### src/hw/rtl/fmmp_pkg.sv
`default_nettype none

package fmmp_pkg;

  // Widths of the item fields.
  localparam int INDEX_BITS = 63;
  localparam int SEED_BITS  = 63;
  localparam int ELEM_BITS  = 30;

  // Derived widths inside the modular multiplier.
  localparam int PROD_BITS     = 2 * ELEM_BITS;
  localparam int Q1_BITS       = ELEM_BITS + 1;
  localparam int QM_BITS       = 2 * Q1_BITS;
  localparam int RED_BITS      = ELEM_BITS + 2;
  localparam int SEED_TOP_BITS = SEED_BITS - PROD_BITS;

  localparam logic [63:0] PRIME_WIDE   = 64'd1000000007;
  localparam logic [63:0] TWO_30_WIDE  = 64'd1 << ELEM_BITS;
  localparam logic [63:0] TWO_60_WIDE  = 64'd1 << PROD_BITS;
  localparam logic [63:0] BARRETT_WIDE = TWO_60_WIDE / PRIME_WIDE;
  localparam logic [63:0] C30_WIDE     = TWO_30_WIDE % PRIME_WIDE;
  localparam logic [63:0] C60_WIDE     = TWO_60_WIDE % PRIME_WIDE;

  localparam logic [ELEM_BITS-1:0] PRIME     = PRIME_WIDE[ELEM_BITS-1:0];
  localparam logic [Q1_BITS-1:0]   BARRETT_M = BARRETT_WIDE[Q1_BITS-1:0];
  localparam logic [ELEM_BITS-1:0] C30       = C30_WIDE[ELEM_BITS-1:0];
  localparam logic [ELEM_BITS-1:0] C60       = C60_WIDE[ELEM_BITS-1:0];

  // Operation slots. For matrix work: bit 3 picks the product (0: acc*base,
  // 1: base*base), bits 2 and 1 pick the row and column, bit 0 the term.
  // For seed work bit 1 picks the seed and bit 0 the term.
  localparam int SLOT_BITS = 4;
  localparam logic [SLOT_BITS-1:0] SLOT_FIRST      = 4'd0;
  localparam logic [SLOT_BITS-1:0] SLOT_SEED_LAST  = 4'd3;
  localparam logic [SLOT_BITS-1:0] SLOT_BASE_FIRST = 4'd8;
  localparam logic [SLOT_BITS-1:0] SLOT_MAT_LAST   = 4'd15;

  typedef enum logic [1:0] {
    KIND_SEED,
    KIND_MAT,
    KIND_FINAL
  } op_kind_t;

  typedef struct packed {
    op_kind_t             kind;
    logic [SLOT_BITS-1:0] slot;
  } op_tag_t;

  typedef struct packed {
    logic    load;
    logic    issue;
    op_tag_t tag;
    logic    commit;
  } dp_cmd_t;

  typedef struct packed {
    logic e_zero;
    logic e_lsb;
    logic pipe_empty;
    logic out_free;
  } dp_stat_t;

  typedef struct packed {
    logic [ELEM_BITS-1:0] e00;
    logic [ELEM_BITS-1:0] e01;
    logic [ELEM_BITS-1:0] e10;
    logic [ELEM_BITS-1:0] e11;
  } mat_t;

  localparam mat_t MAT_Q     = '{e00: 30'd1, e01: 30'd1, e10: 30'd1, e11: 30'd0};
  localparam mat_t MAT_IDENT = '{e00: 30'd1, e01: 30'd0, e10: 30'd0, e11: 30'd1};
  // Makes the final combination return the first seed.
  localparam mat_t MAT_SEL_F0 = '{e00: 30'd0, e01: 30'd0, e10: 30'd1, e11: 30'd0};

  function automatic logic [ELEM_BITS-1:0] mat_pick(mat_t m, logic [1:0] idx);
    logic [ELEM_BITS-1:0] v;
    case (idx)
      2'd0: v = m.e00;
      2'd1: v = m.e01;
      2'd2: v = m.e10;
      default: v = m.e11;
    endcase
    return v;
  endfunction

  function automatic mat_t mat_put(mat_t m, logic [1:0] idx, logic [ELEM_BITS-1:0] v);
    mat_t r;
    r = m;
    case (idx)
      2'd0: r.e00 = v;
      2'd1: r.e01 = v;
      2'd2: r.e10 = v;
      default: r.e11 = v;
    endcase
    return r;
  endfunction

endpackage

`default_nettype wire

### src/hw/rtl/fmmp_ctrl.sv
`default_nettype none

module fmmp_ctrl (
  input  logic               clk,
  input  logic               rst,
  input  logic               in_valid,
  output logic               in_ready,
  input  fmmp_pkg::dp_stat_t stat,
  output fmmp_pkg::dp_cmd_t  cmd
);

  typedef enum logic [2:0] {
    ST_IDLE,
    ST_SEED,
    ST_CHECK,
    ST_ISSUE,
    ST_DRAIN,
    ST_FINAL0,
    ST_FINAL1
  } state_t;

  state_t                         state;
  logic [fmmp_pkg::SLOT_BITS-1:0] slot;
  logic                           final_go;

  assign final_go = stat.pipe_empty && stat.out_free;

  always_comb begin
    in_ready     = 1'b0;
    cmd          = '0;
    cmd.tag.slot = slot;
    case (state)
      ST_IDLE: begin
        in_ready = 1'b1;
        cmd.load = in_valid;
      end
      ST_SEED: begin
        cmd.issue    = 1'b1;
        cmd.tag.kind = fmmp_pkg::KIND_SEED;
      end
      ST_ISSUE: begin
        cmd.issue    = 1'b1;
        cmd.tag.kind = fmmp_pkg::KIND_MAT;
      end
      ST_DRAIN: begin
        cmd.commit = stat.pipe_empty;
      end
      ST_FINAL0: begin
        cmd.issue    = final_go;
        cmd.tag.kind = fmmp_pkg::KIND_FINAL;
      end
      ST_FINAL1: begin
        cmd.issue    = 1'b1;
        cmd.tag.kind = fmmp_pkg::KIND_FINAL;
      end
      default: begin
      end
    endcase
  end

  always_ff @(posedge clk) begin
    if (rst) begin
      state <= ST_IDLE;
      slot  <= fmmp_pkg::SLOT_FIRST;
    end else begin
      case (state)
        ST_IDLE: begin
          if (in_valid) begin
            state <= ST_SEED;
            slot  <= fmmp_pkg::SLOT_FIRST;
          end
        end
        ST_SEED: begin
          if (slot == fmmp_pkg::SLOT_SEED_LAST) begin
            state <= ST_CHECK;
          end else begin
            slot <= slot + 1'b1;
          end
        end
        ST_CHECK: begin
          if (stat.e_zero) begin
            state <= ST_FINAL0;
            slot  <= fmmp_pkg::SLOT_FIRST;
          end else begin
            state <= ST_ISSUE;
            // With a clear exponent bit only the squaring of base is needed.
            slot  <= stat.e_lsb ? fmmp_pkg::SLOT_FIRST : fmmp_pkg::SLOT_BASE_FIRST;
          end
        end
        ST_ISSUE: begin
          if (slot == fmmp_pkg::SLOT_MAT_LAST) begin
            state <= ST_DRAIN;
          end else begin
            slot <= slot + 1'b1;
          end
        end
        ST_DRAIN: begin
          if (stat.pipe_empty) begin
            state <= ST_CHECK;
          end
        end
        ST_FINAL0: begin
          if (final_go) begin
            state <= ST_FINAL1;
            slot  <= slot + 1'b1;
          end
        end
        ST_FINAL1: begin
          state <= ST_IDLE;
        end
        default: begin
          state <= ST_IDLE;
        end
      endcase
    end
  end

endmodule

`default_nettype wire

### config.mk
export PLATFORM = sky130hd
export DESIGN_NAME = fmmp_ctrl
export DESIGN_NICKNAME = d
export VERILOG_FILES = /design/src/hw/rtl/fmmp_pkg.sv /design/src/hw/rtl/fmmp_ctrl.sv
export SDC_FILE = /design/constraint.sdc
export NUM_CORES = 1
export LEC_CHECK = 0
export BUFFER_PORTS_ARGS = -buffer_cell sky130_fd_sc_hd__buf_2
export CORE_MARGIN = 2
export CORE_UTILIZATION = 44
export CTS_CLUSTER_DIAMETER = 200
export DETAILED_ROUTE_END_ITERATION = 10
export PLACE_DENSITY = 0.73
export RECOVER_POWER = 25
export SLEW_MARGIN = 20
export SYNTH_ARGS = -nofsm -noshare
export SYNTH_HDL_FRONTEND = slang
export SYNTH_SLANG_ARGS = --single-unit
### constraint.sdc
create_clock -name clk -period 1.47 [get_ports clk]
set_input_delay 0.294 -clock clk [delete_from_list [all_inputs] [get_ports clk]]
set_output_delay 0.294 -clock clk [all_outputs]
set_load 0.05 [all_outputs]
After elaboration in Yosys (flattened, before gate mapping)
Index checks and enable logic that the tools add are counted.
{"block": "classes", "mux": 18, "n_reduce_logical": 5, "n_addsub": 1, "n_eq_ne": 15}
{"op": "two-way mux 4 bit", "n": 6}
{"op": "one-hot mux 4 bit (5 select lines)", "n": 1}
{"op": "two-way mux 3 bit", "n": 6}
{"op": "one-hot mux 3 bit (6 select lines)", "n": 1}
{"op": "inequality test 2 bit (second input constant)", "n": 7}
{"op": "one-hot mux 3 bit (4 select lines)", "n": 1}
{"op": "AND reduction 5 bit", "n": 2}
{"op": "equality test 3 bit (second input constant)", "n": 3}
{"op": "equality test 3 x 2 -> 1 bit (second input constant)", "n": 2}
{"op": "nonzero test 5 bit", "n": 1}
{"op": "adder 4 x 1 -> 4 bit (second input constant)", "n": 1}
{"op": "equality test 4 x 2 -> 1 bit (second input constant)", "n": 1}
{"op": "equality test 4 bit (second input constant)", "n": 1}
{"op": "equality test 3 x 1 -> 1 bit (second input constant)", "n": 1}
{"op": "logical NOT 3 bit", "n": 1}
{"op": "two-way mux 1 bit", "n": 3}
{"op": "logical AND 1 bit", "n": 1}
{"block": "totals", "output_inout_bits": 10, "reg_bits": 7, "in_bits": 7}

Logic depth before layout (Yosys ltp)
Gate-level depths: netlist of the first run.
{"block": "depth", "ltp_word": 3, "depth_mapped": 5, "mapped_depth_nobuf": 5}

Least setup slack after synthesis of the first run
No wires, ideal clock.
{"block": "synth_path", "kind": "reg2out", "startpoint": "register state[1]", "endpoint": "output port cmd[8] (netlist bit)", "arrival_time_ns": 2.209, "t_required_ns": 1.176, "n_path_buf": 1, "stages_incl_launch_ff": 4, "setup_slack_ns": -1.033, "path_cell_list": "dfxtp_1 -> buf_6 -> nor3_1 -> and2_1"}
{"element": "start: declaration", "line": "fmmp_ctrl.sv:22", "text": "state_t state;"}
{"element": "start signal: assignment", "line": "fmmp_ctrl.sv:63", "text": "state <= ST_IDLE;"}
{"element": "start signal: assignment", "line": "fmmp_ctrl.sv:69", "text": "state <= ST_SEED;"}
{"element": "start signal: assignment", "line": "fmmp_ctrl.sv:75", "text": "state <= ST_CHECK;"}
{"element": "end: declaration", "line": "fmmp_ctrl.sv:9", "text": "output fmmp_pkg::dp_cmd_t cmd"}

==> results.sh, run 1 <==
export IMPL_violations="negative setup slack"
export IMPL_layout_cells_non_filler=121
export IMPL_diodes=0
export IMPL_finalCriticalPeriod_ps=1560
export IMPL_path_clk_slew_ps=50
export IMPL_fin_skew_ps=3.19
export IMPL_grt_first_pass_wirelength_mm=2.85
export IMPL_cp_arrival_ps=1260
export IMPL_synth_area_um2=578
export IMPL_max_freq_mhz=642
export IMPL_holdPathStages=2
export IMPL_nets=115
export IMPL_overflow=0
export IMPL_setup_slack_ps=-88.3
export IMPL_yosys_warnings=0
export IMPL_ys_types=38
export IMPL_synthesis_nets=81
export IMPL_clock_latency_ps=250
export IMPL_leakagePower_uw=0.000382
export IMPL_drive_above_1_share_pct=58.5
export IMPL_cts_buffers=3
export IMPL_period_share_pct=106
export IMPL_dp_cells=112
export IMPL_whs_endpoint="state[1]$_SDFFE_PP0P_"
export IMPL_antenna_found_initial=0
export IMPL_reg2reg_from="state[1]$_SDFFE_PP0P_"
export IMPL_reg2reg_to="state[1]$_SDFFE_PP0P_"
export IMPL_ys_seq_area_share_pct=24.2
export IMPL_drc=0
export IMPL_via_count=714
export IMPL_start_util_pct=45.6
export IMPL_cts_hold_buffers=0
export IMPL_status="finished, violations left"
export IMPL_path_class="reg -> out"
export IMPL_rsz0062_at_grt="true"
export IMPL_place_hpwl_mm=1.17
export IMPL_cts_sinks=7
export IMPL_fillers=94
export IMPL_start_kind="flop"
export IMPL_worst_setup_path_end_kind="output port"
export IMPL_ys_ff_latch=7
export IMPL_final_max_slew_violation_count=0
export IMPL_tightest_slew_ps=465
export IMPL_dr_pass1_iters=4
export IMPL_layout_common_cells="buf_4 (12), buf_2 (10), buf_6 (9), a21oi_1 (8), o21ai_0 (5)"
export IMPL_drt_iter0_markers=25
export IMPL_boundaryPins=17
export IMPL_grt_pass1_vias=634
export IMPL_tritoncts="built"
export IMPL_final_common_cell="buf_4"
export IMPL_place_ws_ps=-11.4
export IMPL_io_buffers=16
export IMPL_setup_viol=7
export IMPL_cap_violations=0
export IMPL_place_area_um2=790
export IMPL_vdd_drop_max_uv=545
export IMPL_cts_buffer_depth=2
export IMPL_synthCells=73
export IMPL_finish_instance_area_um2=956
export IMPL_path_max_fanout=5
export IMPL_die_h_um=40.2
export IMPL_hold_viol_final=0
export IMPL_place_congestion=0.882
export IMPL_grt_max_degree=9
export IMPL_routed_wl_mm=1.95
export IMPL_die_w_um=40.2
export IMPL_avgRoutedWirePerCell_um=16.1
export IMPL_root_buffer="clkbuf_4"
export IMPL_htree_levels=1
export IMPL_fp_row_count=13
export IMPL_dieArea_um2=1620
export IMPL_worstHoldStart="rst"
export IMPL_r2r_slack_ps=-80
export IMPL_grt_use_total_pct=26.9
export IMPL_slew_headroom_pct=69.0
export IMPL_final_antenna_net_count=0
export IMPL_cp_required_ps=1180
export IMPL_min_path_type="in -> reg"
export IMPL_power_density_nw_per_um2=798
export IMPL_final_core_util_pct=75.3
export IMPL_syn_mean_instance_area_um2=7.92
export IMPL_core_area_um2=1270
export IMPL_reg2reg_depth=5
export IMPL_viasPerCell=5.90
export IMPL_syn2layout_area_growth_pct=65.4
## sequential cells by signal (all words and copies together), names as in the netlist
register	count
state	3
slot	4
## Yosys cell counts
cell / n / share of area, %
a21oi_1: 10 / 8.7
dfxtp_1: 7 / 24
inv_1: 5 / 3.2
nor2_1: 5 / 3.2
o21ai_0: 5 / 4.3
nand3_1: 4 / 3.5
nand2_1: 3 / 1.9
and2_1: 2 / 2.2
nor3_1: 2 / 1.7
nor3b_1: 2 / 2.6
a211o_1: 1 / 1.5
a211oi_1: 1 / 1.3
a21bo_2: 1 / 1.7
a2bb2oi_1: 1 / 1.5
a311o_2: 1 / 1.9
a311oi_1: 1 / 1.5
a311oi_2: 1 / 2.6
a31o_2: 1 / 1.5
and3_1: 1 / 1.1
buf_4: 1 / 1.3
buf_6: 1 / 1.9
clkbuf_1: 1 / 0.65
clkdlybuf4s50_2: 1 / 1.9
ha_1: 1 / 2.2
nand2b_1: 1 / 1.1
nand3b_1: 1 / 1.3
nand4_1: 1 / 1.1
nand4b_1: 1 / 1.5
nor4b_1: 1 / 1.5
nor4b_4: 1 / 4.1
o21bai_1: 1 / 1.3
o2bb2ai_1: 1 / 1.5
o32ai_1: 1 / 1.5
or2_2: 1 / 1.1
or2b_1: 1 / 1.3
or2b_2: 1 / 1.5
or4_1: 1 / 1.3
xnor2_1: 1 / 1.5
## kinds of logic after synthesis
group | synth area share (%)
AND/OR/NAND/NOR | 32.0
adder cells (fa/ha/maj) | 2.16
buffers and inverters | 9.09
XOR/XNOR | 1.52
flip-flops | 24.2
AO/OA/AOI/OAI | 31.0
## worst max-delay path, cell delays in order, from the launching register on
cell,delay (ps)
dfxtp_4,360
nand3b_1,200
a21oi_2,160
a31o_2,140
buf_8,150
## stage by stage
step | power [uW] | hold slack [ps] | setup TNS (ps)
final | 763 | 303 | -313
after CTS | 732 | 311 | -107
after floorplan | 434 | 496 | -302
after global routing | 810 | 313 | -763
after detailed placement | 511 | 520 | -11.4
after global placement | 505 | 510 | 0
## worst max path at each step
stage	from	to	slack, ps	cells past startpoint
after floorplan	state[0]$_SDFFE_PP0P_	cmd[8]	-130	3
after global placement	slot[1]$_SDFFE_PP0P_	state[1]$_SDFFE_PP0P_	50	5
after detailed placement	slot[1]$_SDFFE_PP0P_	state[1]$_SDFFE_PP0P_	-10	5
after CTS	state[0]$_SDFFE_PP0P_	cmd[0]	-30	3
after global routing	state[1]$_SDFFE_PP0P_	state[1]$_SDFFE_PP0P_	-140	5
final	state[1]$_SDFFE_PP0P_	cmd[7]	-90	4
## repair_timing
item	4_1_cts	5_1_grt
resized for setup	18	11
setup endpoints to repair	8	11
buffers inserted	3	2
pin swaps	5	5
## routing by layer
| layer | part of all wire, % | vias to the layer above | global-route usage, % |
|---|---|---|---|
| met5 | 0 | - | 0 |
| met4 | 3.4 | 0 | 8.33 |
| met3 | 6.3 | 10 | 10.6 |
| met2 | 47 | 26 | 44.4 |
| met1 | 43 | 341 | 32.0 |
| li1 | - | 337 | - |
## power by group
| part | switching, uW | internal [uW] |
|---|---|---|
| combinational | 202 | 165 |
| sequential | 18.6 | 202 |
| clock | 71.9 | 104 |
| total | 293 | 470 |
## layout make-up
type	instances	area [um^2]	share of cell area, %
Inverter	5	18.8	1.96
Clock buffer	4	26.3	2.75
Timing Repair Buffer	33	272	28.4
Tap cell	15	18.8	1.96
Multi-Input combinational cell	57	462	48.3
Sequential cell	7	159	16.6
(Power assumes the default switching activity.)
==> run 2, diff against run 1 <==
--- a/config.mk
+++ b/config.mk
@@ -6,7 +6,7 @@
 export NUM_CORES = 1
 export LEC_CHECK = 0
 export BUFFER_PORTS_ARGS = -buffer_cell sky130_fd_sc_hd__buf_2
-export CORE_MARGIN = 2
+export CORE_MARGIN = 10
 export CORE_UTILIZATION = 44
 export CTS_CLUSTER_DIAMETER = 200
 export DETAILED_ROUTE_END_ITERATION = 10
==> results.sh, run 2 (synthesis results as in run 1) <==
export IMPL_holdPathStages=2
export IMPL_final_core_util_pct=81.4
export IMPL_avgRoutedWirePerCell_um=17.8
export IMPL_cts_sinks=7
export IMPL_reg2reg_to="slot[3]$_SDFFE_PP0P_"
export IMPL_power_share_sequential_pct=27.5
export IMPL_diodes=0
export IMPL_cts_buffer_depth=2
export IMPL_vdd_drop_max_uv=548
export IMPL_drc=0
export IMPL_io_buffers=16
export IMPL_setup_viol=7
export IMPL_antenna_found_initial=0
export IMPL_viasPerCell=5.95
export IMPL_power_frac_clock_pct=21.7
export IMPL_path_max_fanout=6
export IMPL_routed_wl_mm=2.16
export IMPL_grt_max_degree=9
export IMPL_grt_first_pass_wirelength_mm=2.95
export IMPL_min_path_type="in -> reg"
export IMPL_cts_buffers=3
export IMPL_finalCriticalPeriod_ps=1540
export IMPL_final_max_slew_violation_count=0
export IMPL_fp_row_count=13
export IMPL_syn2layout_area_growth_pct=78.6
export IMPL_layout_cells_non_filler=121
export IMPL_crit_path_top_delay_cell="dfxtp_4"
export IMPL_clock_latency_ps=250
export IMPL_setup_slack_ps=-70.1
export IMPL_drive_above_1_share_pct=66.0
export IMPL_tritoncts="built"
export IMPL_tightest_slew_ps=385
export IMPL_worstHoldStart="rst"
export IMPL_root_buffer="clkbuf_4"
export IMPL_reg2reg_depth=7
export IMPL_holdWs_ps=331
export IMPL_die_h_um=56.2
export IMPL_combPwrFrac_pct=50.8
export IMPL_top_register="slot"
export IMPL_final_antenna_net_count=0
export IMPL_place_congestion=0.868
export IMPL_worst_setup_path_end_kind="output port"
export IMPL_rsz0062_at_grt="true"
export IMPL_r2r_slack_ps=-70
export IMPL_internal_power_uw=493
export IMPL_switching_share_pct=38.7
export IMPL_layout_common_cells="buf_6 (13), buf_2 (10), buf_4 (7), a21oi_2 (6), dfxtp_4 (5)"
export IMPL_nets=115
export IMPL_violations="negative setup slack"
export IMPL_power_density_nw_per_um2=779
export IMPL_core_area_um2=1270
export IMPL_place_hpwl_mm=1.23
export IMPL_overflow=0
export IMPL_max_freq_mhz=649
export IMPL_start_util_pct=45.6
export IMPL_cp_cell_sequence="buf_6, nor3_4, and2_4, buf_8"
export IMPL_cp_required_ps=1180
export IMPL_slowest_delay_ps=370
export IMPL_drt_iter0_markers=27
export IMPL_dp_cells=110
export IMPL_largest_registers="slot x4, state x3"
export IMPL_finalSetupTns_ps=-378
export IMPL_fillers=79
export IMPL_htree_levels=1
export IMPL_hold_viol_final=0
export IMPL_path_class="reg -> out"
export IMPL_status="finished, violations left"
export IMPL_final_common_cell="buf_6"
export IMPL_via_count=720
export IMPL_grt_pass1_vias=674
export IMPL_slew_headroom_pct=74.3
export IMPL_leakagePower_uw=0.000390
export IMPL_cap_violations=0
export IMPL_start_kind="flop"
export IMPL_boundaryPins=17
export IMPL_reg2reg_from="slot[1]$_SDFFE_PP0P_"
export IMPL_grt_use_total_pct=11.0
export IMPL_dr_pass1_iters=4
export IMPL_largest_reg_flops=4
export IMPL_cp_arrival_ps=1250
export IMPL_power_switching_uw=311
export IMPL_whs_endpoint="slot[1]$_SDFFE_PP0P_"
export IMPL_die_w_um=56.2
export IMPL_path_clk_slew_ps=50
export IMPL_dieArea_um2=3160
export IMPL_period_share_pct=105
export IMPL_fin_skew_ps=2.60
[run 2: cell counts in the layout (fill, tap and decap cells not counted)]
No cell type changed its count.
[run 2: critical path, delay by kind of cell, from the launching register on]
| family | cells | cell delay, ps |
|---|---|---|
| buffers and inverters | 2 | 260 |
| and+or+nand+nor | 2 | 360 |
| DFF | 1 | 370 |
[run 2: metal layers]
layer  routed length, um  vias to the layer above  share of wire [%]  global-route usage (%)
met5                   0                        -                  0                       0
met4                  53                        0                2.5                    1.37
met3                 120                        6                5.6                    5.94
met2                1090                       24                 51                    17.6
met1                 893                      350                 41                    12.8
li1                    -                      340                  -                       -
[run 2: final cells by class]
type | count | area [um^2] | area share (%)
Inverter | 5 | 21.3 | 2.06
Tap cell | 15 | 18.8 | 1.82
Timing Repair Buffer | 33 | 294 | 28.5
Clock buffer | 4 | 26.3 | 2.55
Sequential cell | 7 | 161 | 15.6
Multi-Input combinational cell | 57 | 510 | 49.5
[run 2: worst max-delay path by stage]
| stage | start | end | slack [ps] | cells past startpoint |
|---|---|---|---|---|
| finish | state[1]$_SDFFE_PP0P_ | cmd[8] | -70 | 4 |
| global route | state[0]$_SDFFE_PP0P_ | state[1]$_SDFFE_PP0P_ | -160 | 5 |
| CTS | state[1]$_SDFFE_PP0P_ | cmd[8] | -50 | 4 |
| detailed placement | slot[1]$_SDFFE_PP0P_ | slot[1]$_SDFFE_PP0P_ | 20 | 5 |
| global placement | state[1]$_SDFFE_PP0P_ | slot[0]$_SDFFE_PP0P_ | 40 | 5 |
| floorplan | state[0]$_SDFFE_PP0P_ | cmd[8] | -130 | 3 |
[run 2: through the flow]
| stage | power (uW) | instance area (um^2) | setup WS, ps |
|---|---|---|---|
| floorplan | 434 | 644 | -126 |
| detailed placement | 505 | 774 | 19.4 |
| finish | 804 | 1030 | -70.1 |
| CTS | 730 | 893 | -50.2 |
| global route | 848 | 1030 | -164 |
| global placement | 502 | 774 | 44.0 |
[run 2: repair_timing]
item                                    in CTS  in global routing
buffers inserted                             4                  3
hold endpoints to repair                     0                  0
resized for setup                           21                 28
pin swaps                                    4                  9
endpoints found under the setup margin       6                 11
hold buffers                                 0                  0
[run 2: power by group through the flow]
stage / Sequential [uW] / Clock [uW] / Combinational (uW)
floorplan: 235 / 0 / 199
global placement: 231 / 0 / 271
detailed placement: 231 / 0 / 275
CTS: 218 / 180 / 332
global route: 222 / 193 / 433
finish: 221 / 175 / 408
